`config.mk`:
```
export PLATFORM = sky130hd
export DESIGN_NAME = unacked_message_retransmit_table_top
export DESIGN_NICKNAME = d
export VERILOG_FILES = /design/src/rtl/umrt_pkg.sv /design/src/rtl/umrt_ctrl.sv /design/src/rtl/umrt_dpath.sv /design/src/rtl/unacked_message_retransmit_table_top.sv
export VERILOG_INCLUDE_DIRS = /design/src /design/src/rtl
export SDC_FILE = /design/constraint.sdc
export NUM_CORES = 2
export LEC_CHECK = 0
export BUFFER_PORTS_ARGS = -buffer_cell sky130_fd_sc_hd__buf_2
export CAP_MARGIN = 20
export CORE_ASPECT_RATIO = 1.5
export CORE_MARGIN = 2
export CORE_UTILIZATION = 45
export CTS_BUF_LIST = sky130_fd_sc_hd__clkbuf_4 sky130_fd_sc_hd__clkbuf_8
export DETAILED_ROUTE_END_ITERATION = 10
export PLACE_DENSITY = 0.65
export SLEW_MARGIN = 10
export SYNTH_ARGS = -nofsm -noshare
export SYNTH_HDL_FRONTEND = slang
export SYNTH_SLANG_ARGS = --single-unit
export TNS_END_PERCENT = 1
```
`constraint.sdc`:
```
create_clock -name clk_i -period 16.55 [get_ports clk_i]
set_input_delay 2.4825 -clock clk_i [delete_from_list [all_inputs] [get_ports clk_i]]
set_output_delay 2.4825 -clock clk_i [all_outputs]
set_load 0.05 [all_outputs]
```
`src/rtl/unacked_message_retransmit_table_top_macros.svh`:
```
`ifndef UNACKED_MESSAGE_RETRANSMIT_TABLE_TOP_MACROS_SVH
`define UNACKED_MESSAGE_RETRANSMIT_TABLE_TOP_MACROS_SVH

// Same-cycle implication, sampled on clk_i, off while rst_ni is low.
`define UMRT_ASSERT_IMP(lbl, ante, cons, msg) \
  lbl: assert property (@(posedge clk_i) disable iff (!rst_ni) (ante) |-> (cons)) \
    else $error(msg);

// Next-cycle implication, sampled on clk_i, off while rst_ni is low.
`define UMRT_ASSERT_NXT(lbl, ante, cons, msg) \
  lbl: assert property (@(posedge clk_i) disable iff (!rst_ni) (ante) |=> (cons)) \
    else $error(msg);

`endif

```
`src/rtl/umrt_pkg.sv`:
```
`timescale 1ns / 1ps
package umrt_pkg;

  localparam int unsigned TABLE_DEPTH_DEF = 16;
  localparam int unsigned MAX_RESULTS     = 16;
  localparam int unsigned RES_CNT_W       = $clog2(MAX_RESULTS + 1);

  localparam int unsigned CMD_W    = 2;
  localparam int unsigned KIND_W   = 3;
  localparam int unsigned ID_W     = 32;
  localparam int unsigned DEST_W   = 48;
  localparam int unsigned HANDLE_W = 16;
  localparam int unsigned LEN_W    = 8;
  localparam int unsigned TIME_W   = 32;
  localparam int unsigned TOUT_W   = 8;
  localparam int unsigned TOTAL_W  = 32;

  localparam int unsigned IN_DATA_W  = ID_W + DEST_W + HANDLE_W + LEN_W;
  localparam int unsigned OUT_DATA_W = ID_W + DEST_W + HANDLE_W + LEN_W + TOTAL_W;

  localparam logic [CMD_W-1:0] CMD_SEND = 2'd0;
  localparam logic [CMD_W-1:0] CMD_ACK  = 2'd1;
  localparam logic [CMD_W-1:0] CMD_TICK = 2'd2;

  localparam logic [KIND_W-1:0] KIND_SENT     = 3'd0;
  localparam logic [KIND_W-1:0] KIND_RETX     = 3'd1;
  localparam logic [KIND_W-1:0] KIND_ACK_OK   = 3'd2;
  localparam logic [KIND_W-1:0] KIND_ACK_UNK  = 3'd3;
  localparam logic [KIND_W-1:0] KIND_FULL     = 3'd4;
  localparam logic [KIND_W-1:0] KIND_NONE_DUE = 3'd5;

  localparam logic [TOUT_W-1:0] TIMEOUT_RST = 8'd4;

  typedef struct packed {
    logic [ID_W-1:0]     id;
    logic [DEST_W-1:0]   dest;
    logic [HANDLE_W-1:0] handle;
    logic [LEN_W-1:0]    len;
    logic [TIME_W-1:0]   stamp;
  } entry_t;

  // Controller to datapath
  typedef struct packed {
    logic load_in;    // latch payload, rewind index and result count
    logic tick_inc;   // advance seconds count
    logic rd_en;      // read table at next index
    logic rd_last;    // read the last live entry
    logic adv;        // step index
    logic send_do;    // store new entry and emit sent result
    logic full_emit;  // emit table full
    logic ack_move;   // move last entry into matched slot, emit ack removed
    logic ack_miss;   // emit ack unknown
    logic retx_hit;   // restamp entry, queue retransmit result
    logic tick_end;   // flush queued result or emit none due
  } umrt_cmd_t;

  // Datapath to controller
  typedef struct packed {
    logic full;
    logic empty;
    logic id_match;
    logic due;
    logic at_end;
    logic n_last;
    logic pend_valid;
    logic out_free;
  } umrt_sts_t;

endpackage

```
`src/rtl/umrt_ctrl.sv`:
```
`timescale 1ns / 1ps
module umrt_ctrl (
  input  logic                        clk_i,
  input  logic                        rst_ni,
  input  logic                        s_valid_i,
  input  logic [umrt_pkg::CMD_W-1:0]  command_i,
  input  umrt_pkg::umrt_sts_t         sts_i,
  output logic                        s_ready_o,
  output umrt_pkg::umrt_cmd_t         cmd_o
);
  import umrt_pkg::*;

  typedef enum logic [6:0] {
    ST_IDLE     = 7'b0000001,
    ST_SEND     = 7'b0000010,
    ST_ACK_CHK  = 7'b0000100,
    ST_ACK_MOVE = 7'b0001000,
    ST_ACK_MISS = 7'b0010000,
    ST_TICK_CHK = 7'b0100000,
    ST_TICK_END = 7'b1000000
  } state_e;

  state_e state_q, state_d;

  always_comb begin
    state_d   = state_q;
    cmd_o     = '0;
    s_ready_o = 1'b0;
    case (state_q)
      ST_IDLE: begin
        s_ready_o = 1'b1;
        if (s_valid_i) begin
          case (command_i)
            CMD_SEND: begin
              cmd_o.load_in = 1'b1;
              state_d       = ST_SEND;
            end
            CMD_ACK: begin
              cmd_o.load_in = 1'b1;
              cmd_o.rd_en   = 1'b1;
              state_d       = sts_i.empty ? ST_ACK_MISS : ST_ACK_CHK;
            end
            CMD_TICK: begin
              cmd_o.load_in  = 1'b1;
              cmd_o.tick_inc = 1'b1;
              cmd_o.rd_en    = 1'b1;
              state_d        = sts_i.empty ? ST_TICK_END : ST_TICK_CHK;
            end
            default: ;  // unused command: drop
          endcase
        end
      end
      ST_SEND: begin
        if (sts_i.out_free) begin
          cmd_o.full_emit = sts_i.full;
          cmd_o.send_do   = !sts_i.full;
          state_d         = ST_IDLE;
        end
      end
      ST_ACK_CHK: begin
        if (sts_i.id_match) begin
          cmd_o.rd_last = 1'b1;
          state_d       = ST_ACK_MOVE;
        end else if (sts_i.at_end) begin
          state_d = ST_ACK_MISS;
        end else begin
          cmd_o.adv   = 1'b1;
          cmd_o.rd_en = 1'b1;
        end
      end
      ST_ACK_MOVE: begin
        if (sts_i.out_free) begin
          cmd_o.ack_move = 1'b1;
          state_d        = ST_IDLE;
        end
      end
      ST_ACK_MISS: begin
        if (sts_i.out_free) begin
          cmd_o.ack_miss = 1'b1;
          state_d        = ST_IDLE;
        end
      end
      ST_TICK_CHK: begin
        if (sts_i.due) begin
          // hold while an earlier retransmit cannot leave
          if (!sts_i.pend_valid || sts_i.out_free) begin
            cmd_o.retx_hit = 1'b1;
            if (sts_i.at_end || sts_i.n_last) begin
              state_d = ST_TICK_END;
            end else begin
              cmd_o.adv   = 1'b1;
              cmd_o.rd_en = 1'b1;
            end
          end
        end else if (sts_i.at_end) begin
          state_d = ST_TICK_END;
        end else begin
          cmd_o.adv   = 1'b1;
          cmd_o.rd_en = 1'b1;
        end
      end
      ST_TICK_END: begin
        if (sts_i.out_free) begin
          cmd_o.tick_end = 1'b1;
          state_d        = ST_IDLE;
        end
      end
      default: state_d = ST_IDLE;
    endcase
  end

  always_ff @(posedge clk_i or negedge rst_ni) begin
    if (!rst_ni) begin
      state_q <= ST_IDLE;
    end else begin
      state_q <= state_d;
    end
  end

endmodule

```
`src/rtl/umrt_dpath.sv`:
```
`timescale 1ns / 1ps
module umrt_dpath #(
  parameter int unsigned TABLE_DEPTH = umrt_pkg::TABLE_DEPTH_DEF
) (
  input  logic                              clk_i,
  input  logic                              rst_ni,
  input  umrt_pkg::umrt_cmd_t               cmd_i,
  output umrt_pkg::umrt_sts_t               sts_o,
  input  logic [umrt_pkg::IN_DATA_W-1:0]    s_tdata_i,
  input  logic                              cfg_we_i,
  input  logic [umrt_pkg::TOUT_W-1:0]       cfg_wdata_i,
  input  logic                              m_tready_i,
  output logic                              m_tvalid_o,
  output logic [umrt_pkg::OUT_DATA_W-1:0]   m_tdata_o,
  output logic [umrt_pkg::KIND_W-1:0]       m_tuser_o,
  output logic                              m_tlast_o
);
  import umrt_pkg::*;

  localparam int unsigned IW = $clog2(TABLE_DEPTH);
  localparam int unsigned CW = $clog2(TABLE_DEPTH + 1);

  entry_t table_mem [TABLE_DEPTH];
  entry_t rdata_q;

  logic [IW-1:0]        idx_q, idx_d, raddr, waddr;
  logic [CW-1:0]        count_q;
  logic [ID_W-1:0]      next_id_q, id_new;
  logic [TIME_W-1:0]    now_q, age;
  logic [TOTAL_W-1:0]   trans_q, trans_inc;
  logic [TOUT_W-1:0]    timeout_q;
  logic [RES_CNT_W-1:0] n_q;

  logic [ID_W-1:0]      ack_q;
  logic [DEST_W-1:0]    dest_q;
  logic [HANDLE_W-1:0]  handle_q;
  logic [LEN_W-1:0]     len_q;

  logic                 pend_valid_q;
  logic [ID_W-1:0]      pend_id_q;
  logic [DEST_W-1:0]    pend_dest_q;
  logic [HANDLE_W-1:0]  pend_handle_q;
  logic [LEN_W-1:0]     pend_len_q;
  logic [TOTAL_W-1:0]   pend_total_q;

  logic                 out_valid_q, out_ld, out_free;
  logic [KIND_W-1:0]    out_kind_q, out_kind_d;
  logic [ID_W-1:0]      out_id_q, out_id_d;
  logic [DEST_W-1:0]    out_dest_q, out_dest_d;
  logic [HANDLE_W-1:0]  out_handle_q, out_handle_d;
  logic [LEN_W-1:0]     out_len_q, out_len_d;
  logic [TOTAL_W-1:0]   out_total_q, out_total_d;
  logic                 out_last_q, out_last_d;

  logic                 we;
  entry_t               wdata;

  assign id_new    = next_id_q + ID_W'(1);
  assign trans_inc = trans_q + TOTAL_W'(1);
  assign age       = now_q - rdata_q.stamp;
  assign out_free  = !out_valid_q || m_tready_i;

  always_comb begin
    if (cmd_i.load_in) begin
      idx_d = '0;
    end else if (cmd_i.adv) begin
      idx_d = idx_q + IW'(1);
    end else begin
      idx_d = idx_q;
    end
  end

  assign raddr = cmd_i.rd_last ? IW'(count_q - CW'(1)) : idx_d;

  // Status
  assign sts_o.full       = (count_q == CW'(TABLE_DEPTH));
  assign sts_o.empty      = (count_q == '0);
  assign sts_o.id_match   = (rdata_q.id == ack_q);
  assign sts_o.due        = (age >= TIME_W'(timeout_q));
  assign sts_o.at_end     = ((CW'(idx_q) + CW'(1)) == count_q);
  assign sts_o.n_last     = (n_q == RES_CNT_W'(MAX_RESULTS - 1));
  assign sts_o.pend_valid = pend_valid_q;
  assign sts_o.out_free   = out_free;

  // Table write port
  always_comb begin
    we    = 1'b0;
    waddr = idx_q;
    wdata = rdata_q;
    if (cmd_i.send_do) begin
      we    = 1'b1;
      waddr = IW'(count_q);
      wdata = '{id: id_new, dest: dest_q, handle: handle_q, len: len_q, stamp: now_q};
    end else if (cmd_i.ack_move) begin
      we = 1'b1;
    end else if (cmd_i.retx_hit) begin
      we          = 1'b1;
      wdata.stamp = now_q;
    end
  end

  always_ff @(posedge clk_i) begin
    if (we) begin
      table_mem[waddr] <= wdata;
    end
  end

  always_ff @(posedge clk_i) begin
    if (cmd_i.rd_en || cmd_i.rd_last) begin
      rdata_q <= table_mem[raddr];
    end
  end

  // Output register load
  always_comb begin
    out_ld       = 1'b0;
    out_kind_d   = KIND_NONE_DUE;
    out_id_d     = '0;
    out_dest_d   = '0;
    out_handle_d = '0;
    out_len_d    = '0;
    out_total_d  = trans_q;
    out_last_d   = 1'b1;
    if (cmd_i.send_do) begin
      out_ld       = 1'b1;
      out_kind_d   = KIND_SENT;
      out_id_d     = id_new;
      out_dest_d   = dest_q;
      out_handle_d = handle_q;
      out_len_d    = len_q;
      out_total_d  = trans_inc;
    end else if (cmd_i.full_emit) begin
      out_ld     = 1'b1;
      out_kind_d = KIND_FULL;
    end else if (cmd_i.ack_move || cmd_i.ack_miss) begin
      out_ld     = 1'b1;
      out_kind_d = cmd_i.ack_move ? KIND_ACK_OK : KIND_ACK_UNK;
      out_id_d   = ack_q;
    end else if ((cmd_i.retx_hit || cmd_i.tick_end) && pend_valid_q) begin
      // release the queued retransmit; it is last only at the end of the scan
      out_ld       = 1'b1;
      out_kind_d   = KIND_RETX;
      out_id_d     = pend_id_q;
      out_dest_d   = pend_dest_q;
      out_handle_d = pend_handle_q;
      out_len_d    = pend_len_q;
      out_total_d  = pend_total_q;
      out_last_d   = cmd_i.tick_end;
    end else if (cmd_i.tick_end) begin
      out_ld = 1'b1;
    end
  end

  always_ff @(posedge clk_i) begin
    if (out_ld) begin
      out_kind_q   <= out_kind_d;
      out_id_q     <= out_id_d;
      out_dest_q   <= out_dest_d;
      out_handle_q <= out_handle_d;
      out_len_q    <= out_len_d;
      out_total_q  <= out_total_d;
      out_last_q   <= out_last_d;
    end
  end

  always_ff @(posedge clk_i) begin
    if (cmd_i.load_in) begin
      ack_q    <= s_tdata_i[0 +: ID_W];
      dest_q   <= s_tdata_i[ID_W +: DEST_W];
      handle_q <= s_tdata_i[ID_W + DEST_W +: HANDLE_W];
      len_q    <= s_tdata_i[ID_W + DEST_W + HANDLE_W +: LEN_W];
    end
    if (cmd_i.retx_hit) begin
      pend_id_q     <= rdata_q.id;
      pend_dest_q   <= rdata_q.dest;
      pend_handle_q <= rdata_q.handle;
      pend_len_q    <= rdata_q.len;
      pend_total_q  <= trans_inc;
    end
  end

  always_ff @(posedge clk_i or negedge rst_ni) begin
    if (!rst_ni) begin
      idx_q        <= '0;
      count_q      <= '0;
      next_id_q    <= '0;
      now_q        <= '0;
      trans_q      <= '0;
      timeout_q    <= TIMEOUT_RST;
      n_q          <= '0;
      pend_valid_q <= 1'b0;
      out_valid_q  <= 1'b0;
    end else begin
      idx_q <= idx_d;
      if (cfg_we_i) begin
        timeout_q <= cfg_wdata_i;
      end
      if (cmd_i.tick_inc) begin
        now_q <= now_q + TIME_W'(1);
      end
      if (cmd_i.send_do) begin
        next_id_q <= id_new;
        count_q   <= count_q + CW'(1);
      end else if (cmd_i.ack_move) begin
        count_q <= count_q - CW'(1);
      end
      if (cmd_i.send_do || cmd_i.retx_hit) begin
        trans_q <= trans_inc;
      end
      if (cmd_i.load_in) begin
        n_q <= '0;
      end else if (cmd_i.retx_hit) begin
        n_q <= n_q + RES_CNT_W'(1);
      end
      if (cmd_i.retx_hit) begin
        pend_valid_q <= 1'b1;
      end else if (cmd_i.tick_end) begin
        pend_valid_q <= 1'b0;
      end
      if (out_ld) begin
        out_valid_q <= 1'b1;
      end else if (m_tready_i) begin
        out_valid_q <= 1'b0;
      end
    end
  end

  assign m_tvalid_o = out_valid_q;
  assign m_tuser_o  = out_kind_q;
  assign m_tlast_o  = out_last_q;
  assign m_tdata_o  = {out_total_q, out_len_q, out_handle_q, out_dest_q, out_id_q};

endmodule

```
`src/rtl/unacked_message_retransmit_table_top.sv`:
```
`timescale 1ns / 1ps
// Channel    Dir  Handshake                Payload
// s_axis     in   tvalid/tready            tuser command; tdata ack, dest, handle, length
// m_axis     out  tvalid/tready, tlast     tuser kind; tdata id, dest, handle, length, total
// cfg        in   cfg_we_i (no wait)       timeout in seconds
//
// A tick scan walks the table one entry a cycle, unless a stall on m_axis holds it, through the
// single read port of the table memory.
// Reset clears counters, the timeout (to 4) and all handshake state; the table needs no clearing.
// A stall on m_axis holds the scan at the next due entry, never dropping a result.
`include "unacked_message_retransmit_table_top_macros.svh"
module unacked_message_retransmit_table_top #(
  parameter int unsigned TABLE_DEPTH = umrt_pkg::TABLE_DEPTH_DEF
) (
  input  logic                              clk_i,
  input  logic                              rst_ni,
  // input transfer
  input  logic                              s_axis_tvalid_i,
  output logic                              s_axis_tready_o,
  // [31:0] ack_id, [79:32] dest_tag, [95:80] msg_handle, [103:96] msg_length
  input  logic [umrt_pkg::IN_DATA_W-1:0]    s_axis_tdata_i,
  // [1:0] command
  input  logic [umrt_pkg::CMD_W-1:0]        s_axis_tuser_i,
  // result transfer
  output logic                              m_axis_tvalid_o,
  input  logic                              m_axis_tready_i,
  // [31:0] seq_id, [79:32] out_dest, [95:80] out_handle, [103:96] out_length,
  // [135:104] transmit_total
  output logic [umrt_pkg::OUT_DATA_W-1:0]   m_axis_tdata_o,
  // [2:0] kind
  output logic [umrt_pkg::KIND_W-1:0]       m_axis_tuser_o,
  output logic                              m_axis_tlast_o,
  // timeout register
  input  logic                              cfg_we_i,
  input  logic [umrt_pkg::TOUT_W-1:0]       cfg_wdata_i
);
  import umrt_pkg::*;

  umrt_cmd_t cmd;
  umrt_sts_t sts;

  // Sequence one item at a time: accept, walk the table, emit results.
  umrt_ctrl u_ctrl (
    .clk_i     (clk_i),
    .rst_ni    (rst_ni),
    .s_valid_i (s_axis_tvalid_i),
    .command_i (s_axis_tuser_i),
    .sts_i     (sts),
    .s_ready_o (s_axis_tready_o),
    .cmd_o     (cmd)
  );

  // Table memory, counters, timeout register and output register.
  umrt_dpath #(
    .TABLE_DEPTH (TABLE_DEPTH)
  ) u_dpath (
    .clk_i       (clk_i),
    .rst_ni      (rst_ni),
    .cmd_i       (cmd),
    .sts_o       (sts),
    .s_tdata_i   (s_axis_tdata_i),
    .cfg_we_i    (cfg_we_i),
    .cfg_wdata_i (cfg_wdata_i),
    .m_tready_i  (m_axis_tready_i),
    .m_tvalid_o  (m_axis_tvalid_o),
    .m_tdata_o   (m_axis_tdata_o),
    .m_tuser_o   (m_axis_tuser_o),
    .m_tlast_o   (m_axis_tlast_o)
  );

  // Only retransmits may come as non-final results of an item.
  `UMRT_ASSERT_IMP(a_single_final, m_axis_tvalid_o && (m_axis_tuser_o != KIND_RETX), m_axis_tlast_o, "non-retransmit result without tlast")
  // A queued retransmit never survives into the idle state.
  `UMRT_ASSERT_IMP(a_idle_no_pend, s_axis_tready_o, !sts.pend_valid, "retransmit left queued after tick")
  // A tick transfer always takes the block out of idle.
  `UMRT_ASSERT_NXT(a_tick_busy, s_axis_tvalid_i && s_axis_tready_o && (s_axis_tuser_i == CMD_TICK), !s_axis_tready_o, "tick accepted without starting a scan")

endmodule

```
==> out/qor_table.md <==
| Result | Value |
|:---|:---|
| Outcome | finished clean |
| Detail-routed net length per standard cell | 25.20 um |
| Number of sinks handled by clock tree synthesis | 2819 |
| Endpoint of the worst-slack reg-to-reg timing path | u_dpath.rdata_q[50]$_DFFE_PP_ |
| GRT Residual Overflow | 0 |
| CP endpoint kind | flip-flop |
| Peak Freq | 108.6 MHz |
| Fin Setup TNS | 0 ns |
| Starting utilization of the core area | 45.23% |
| Cell depth of the worst flop-to-flop path | 23 |
| Final setup violating endpoints | 0 |
| Max Slew Vio Count | 0 |
| Critical R2R Launch | u_dpath.now_q[3]$_DFFE_PN0P_ |
| Max IR drop VDD | 0.0001709 V |
| Via count of the first global-routing pass | 68090 |
| Final Hold Violating Endpoints | 0 |
| H-Tree Level Count | 5 |
| Number of rows created at floorplan | 225 |
| CTS clk-pin slew, worst paths | 0.06 ns |
| Area delta synth->final | 11.56% |
| Power Total | 20.85 mW |
| CTS max path bufs | 4 |
| Logic depth of the worst path, buffers included | 23 |
| Mean area per synthesized cell | 14.30 um^2 |
| Vertical die dimension | 618.6 um |
| Post-synthesis cell type count | 83 |
| Worst Path Arrival | 9.92 ns |
| Total detailed-routing wirelength | 299.9 mm |
| Top cell type by total area after synthesis | edfxtp_1 |
| Via count of the routed design | 68790 |
| Instance area at placement | 0.1181 mm^2 |
| Synthesized area | 0.1133 mm^2 |
| Number of buffer cells added on primary ports | 260 |
| Unrepaired setup endpoints after global routing | no |
| Share of flip-flops with an asynchronous set or reset after synthesis | 4.505% |
| # IOs | 261 |
| Class of the tightest hold or removal check | flip-flop to flip-flop |
| Gate family responsible for the most delay along the worst path | compound AO/OA/AOI/OAI gates |
| Net Count, Synth | 8095 |
| Maximum fanout count along the critical path | 142 |
| Sum of buffers and inverters on the critical path | 3 |
| Number of nets still failing antenna checks after routing | 0 |
| Required time worst endpoint | 17.27 ns |
| Dpl hpwl | 152.6 mm |
| Core region area | 0.2506 mm^2 |
| Clock tree from TritonCTS | done |
| Count of instances resized after the clock tree is built | 0 |
| Slew at the pin closest to its max-slew limit | 1.237 ns |
| Crit path from | u_dpath.now_q[3]$_DFFE_PN0P_ |
| Dominant synthesized flop cell | edfxtp_1 |
| Leak | 45.54 nW |
| Aggregate global-route resource usage | 22.92% |
| Clock Tree Root | clkbuf_8 |
| Worst-case register-to-register setup slack | 7.34 ns |
| Number of DRC markers in iteration 0 | 7111 |
| Number of max-cap violations | 0 |
| Clock Skew | 0.1304 ns |
| Clock insertion delay at the later pin of the skew report | 1.06 ns |
| Yosys warning total | 0 |
| Clock buffer count from CTS | 415 |
| Crit Path Class | flip-flop to flip-flop |
| Count of state elements after synthesis | 2819 |
| First drt pass iteration count | 6 |
| # DRC | 0 |
| DP Cell Count | 11150 |
| Routability-driven placement congestion ratio | 0.8875 |
| Worst max-slew margin expressed relative to the limit | 17.52% |
| Post-Layout Inst Area | 0.1264 mm^2 |
| Post-synthesis instance total | 7924 |
| Post CTS Setup Buffer Count | 0 |
| Delay of the slowest cell on the worst path | 0.91 ns |
| Power density of the placed cells | 164.9 mW/mm^2 |
| Antenna violations before repair | 12 |
| Post-route fraction of the period consumed by the critical path | 55.63% |
| CTS hold repair buffers | 0 |
| Crit path capture | u_dpath.rdata_q[50]$_DFFE_PP_ |
| Largest net degree at the start of global routing | 182 |
| Number of flops mapped to enable cells by yosys | 2692 |
| Die area | 0.2559 mm^2 |
| CP Launch Type | flip-flop |
| Vias per std cell | 5.779 |
| Critical path cell sequence | ha_1 > and2_4 > a221oi_2 > nand2_2 > a31oi_1 > xnor2_1 > ha_1 > and3_1 > a2111oi_0 > o311ai_1 > a2111oi_0 > and3_1 > nand4_1 > or4_1 > a211oi_1 > a211o_4 > buf_12 > buf_4 > buf_4 > mux2i_1 > mux2i_1 > a32oi_1 > nand3_1 |
| Share of final-layout standard cells stronger than drive strength 1 | 13.47% |
| Final #Nets | 8445 |
| Slowest cell on the critical path | buf_4 |
| First-pass GRT wire length | 438.4 mm |
| Floorplan die width | 413.7 um |
| Largest cells by area after synthesis | edfxtp_1 71%, nand2_1 6.0%, mux2i_1 4.3% |
| Share of the synthesized area in the top cell type | 71.34% |
| Share of synthesized area occupied by flip-flops and latches | 74.15% |
| Non-filler cells, final | 11900 |
| Clock period minus final worst setup slack | 9.207 ns |
## power breakdown
| group | switching (mW) | total [mW] | internal (mW) |
|---|---|---|---|
| logic | 4.06 | 5.59 | 1.53 |
| clock network | 2.64 | 5.59 | 2.94 |
| registers | 0.282 | 9.67 | 9.39 |
## registers in the layout (all words and copies together), names as in the netlist, 32 cells and up
name / count
u_dpath.pend_dest_q: 48
u_dpath.trans_q: 32
u_dpath.dest_q: 48
u_dpath.out_id_q: 32
u_dpath.rdata_q: 136
u_dpath.out_total_q: 32
u_dpath.out_dest_q: 48
u_dpath.pend_id_q: 32
u_dpath.now_q: 32
u_dpath.pend_total_q: 32
u_dpath.next_id_q: 32
u_dpath.ack_q: 32
u_dpath.table_mem: 2176
## cell usage in the layout (no fill, tap or decap), types with 41 or more instances in the layout
| master | synthesis | routed |
|---|---|---|
| mux2i_1 | 485 | 485 |
| dfrtp_1 | 125 | 125 |
| and3_1 | 238 | 238 |
| nor2_1 | 164 | 149 |
| a221o_1 | 45 | 45 |
| xor2_1 | 110 | 110 |
| xnor2_1 | 97 | 97 |
| o21ai_0 | 91 | 91 |
| nand3_1 | 749 | 748 |
| a32oi_1 | 136 | 136 |
| clkbuf_8 | 0 | 433 |
| a21oi_1 | 58 | 57 |
| edfxtp_1 | 2692 | 2692 |
| a21o_1 | 48 | 48 |
| inv_1 | 69 | 69 |
| buf_4 | 23 | 125 |
| clkinv_1 | 1 | 89 |
| buf_2 | 150 | 260 |
| clkbuf_4 | 0 | 154 |
| ha_1 | 51 | 51 |
| clkinv_2 | 0 | 41 |
| a211o_1 | 107 | 105 |
| nand2_1 | 1820 | 1819 |
## layout make-up
type | instances | area, um^2
multi-input combinational | 4562 | 27150
tap | 3291 | 4118
clock inverter | 161 | 1065
sequential | 2819 | 84020
inverter | 70 | 267.8
antenna | 7 | 17.52
timing repair buffer | 406 | 2654
clock buffer | 587 | 7116
fill | 20960 | 124100
## per-layer routing
metal	global-route usage [%]	share of wire, %	up-vias
li1	-	-	30220
met1	30.48	40	34900
met2	38.27	49	3062
met3	3.779	8.0	603
met4	7.596	3.1	8
met5	0	0.020	-
## synthesized netlist by cell type, drive strengths merged, types with 7 or more instances
cell type,n
or3,7
nor4,22
edfxtp,2692
nand2,1823
o2111ai,32
o31ai,11
a31oi,14
o21ai,101
and2,7
a211o,107
a21oi,60
nor2b,12
nor3b,8
xor2,110
a221o,45
a32oi,136
nand2b,16
mux2i,485
o311ai,32
a211oi,14
ha,51
o21a,12
dfrtp,125
nand4,28
nand3,749
a21o,48
and3,238
a2111oi,7
inv,69
buf,224
nor3,33
xnor2,97
mux4,32
nor2,166
clkbuf,249
## stage by stage
step                      utilization (%)  hold WS (ns)  setup slack (ns)
after floorplan                         -        0.4262             2.112
after global placement              47.15        0.4352             7.560
after detailed placement            47.15        0.4426             7.324
after CTS                           50.42        0.4442             7.316
after global routing                50.45        0.4479             6.700
final                               50.45        0.4528             7.343
## cells by family (layout without fill, tap and decap cells)
kind of cell,Yosys count,count (layout),share of synthesized area (%)
adders and majority gates,52,52,0.5808
buffers and inverters,543,1224,2.133
and+or+nand+nor,3124,3124,12.04
muxes,522,522,4.970
AOI/OAI and AO/OA,657,657,4.527
xor gates and xnor gates,207,207,1.600
other,0,7,0
DFF,2819,2819,74.15
## worst min-delay path by stage
stage                                             end  slack, ns                           from  depth (start not counted)
finish              u_dpath.pend_dest_q[35]$_DFFE_PP_       0.45  u_dpath.rdata_q[91]$_DFFE_PP_                          0
global route          u_dpath.pend_len_q[6]$_DFFE_PP_       0.45  u_dpath.rdata_q[38]$_DFFE_PP_                          0
CTS                 u_dpath.pend_dest_q[19]$_DFFE_PP_       0.44  u_dpath.rdata_q[75]$_DFFE_PP_                          0
detailed placement    u_dpath.pend_len_q[1]$_DFFE_PP_       0.44  u_dpath.rdata_q[33]$_DFFE_PP_                          0
global placement      u_dpath.pend_len_q[5]$_DFFE_PP_       0.44  u_dpath.rdata_q[37]$_DFFE_PP_                          0
floorplan            u_dpath.pend_dest_q[0]$_DFFE_PP_       0.43  u_dpath.rdata_q[56]$_DFFE_PP_                          0
Power figures use the tool's default switching activity.
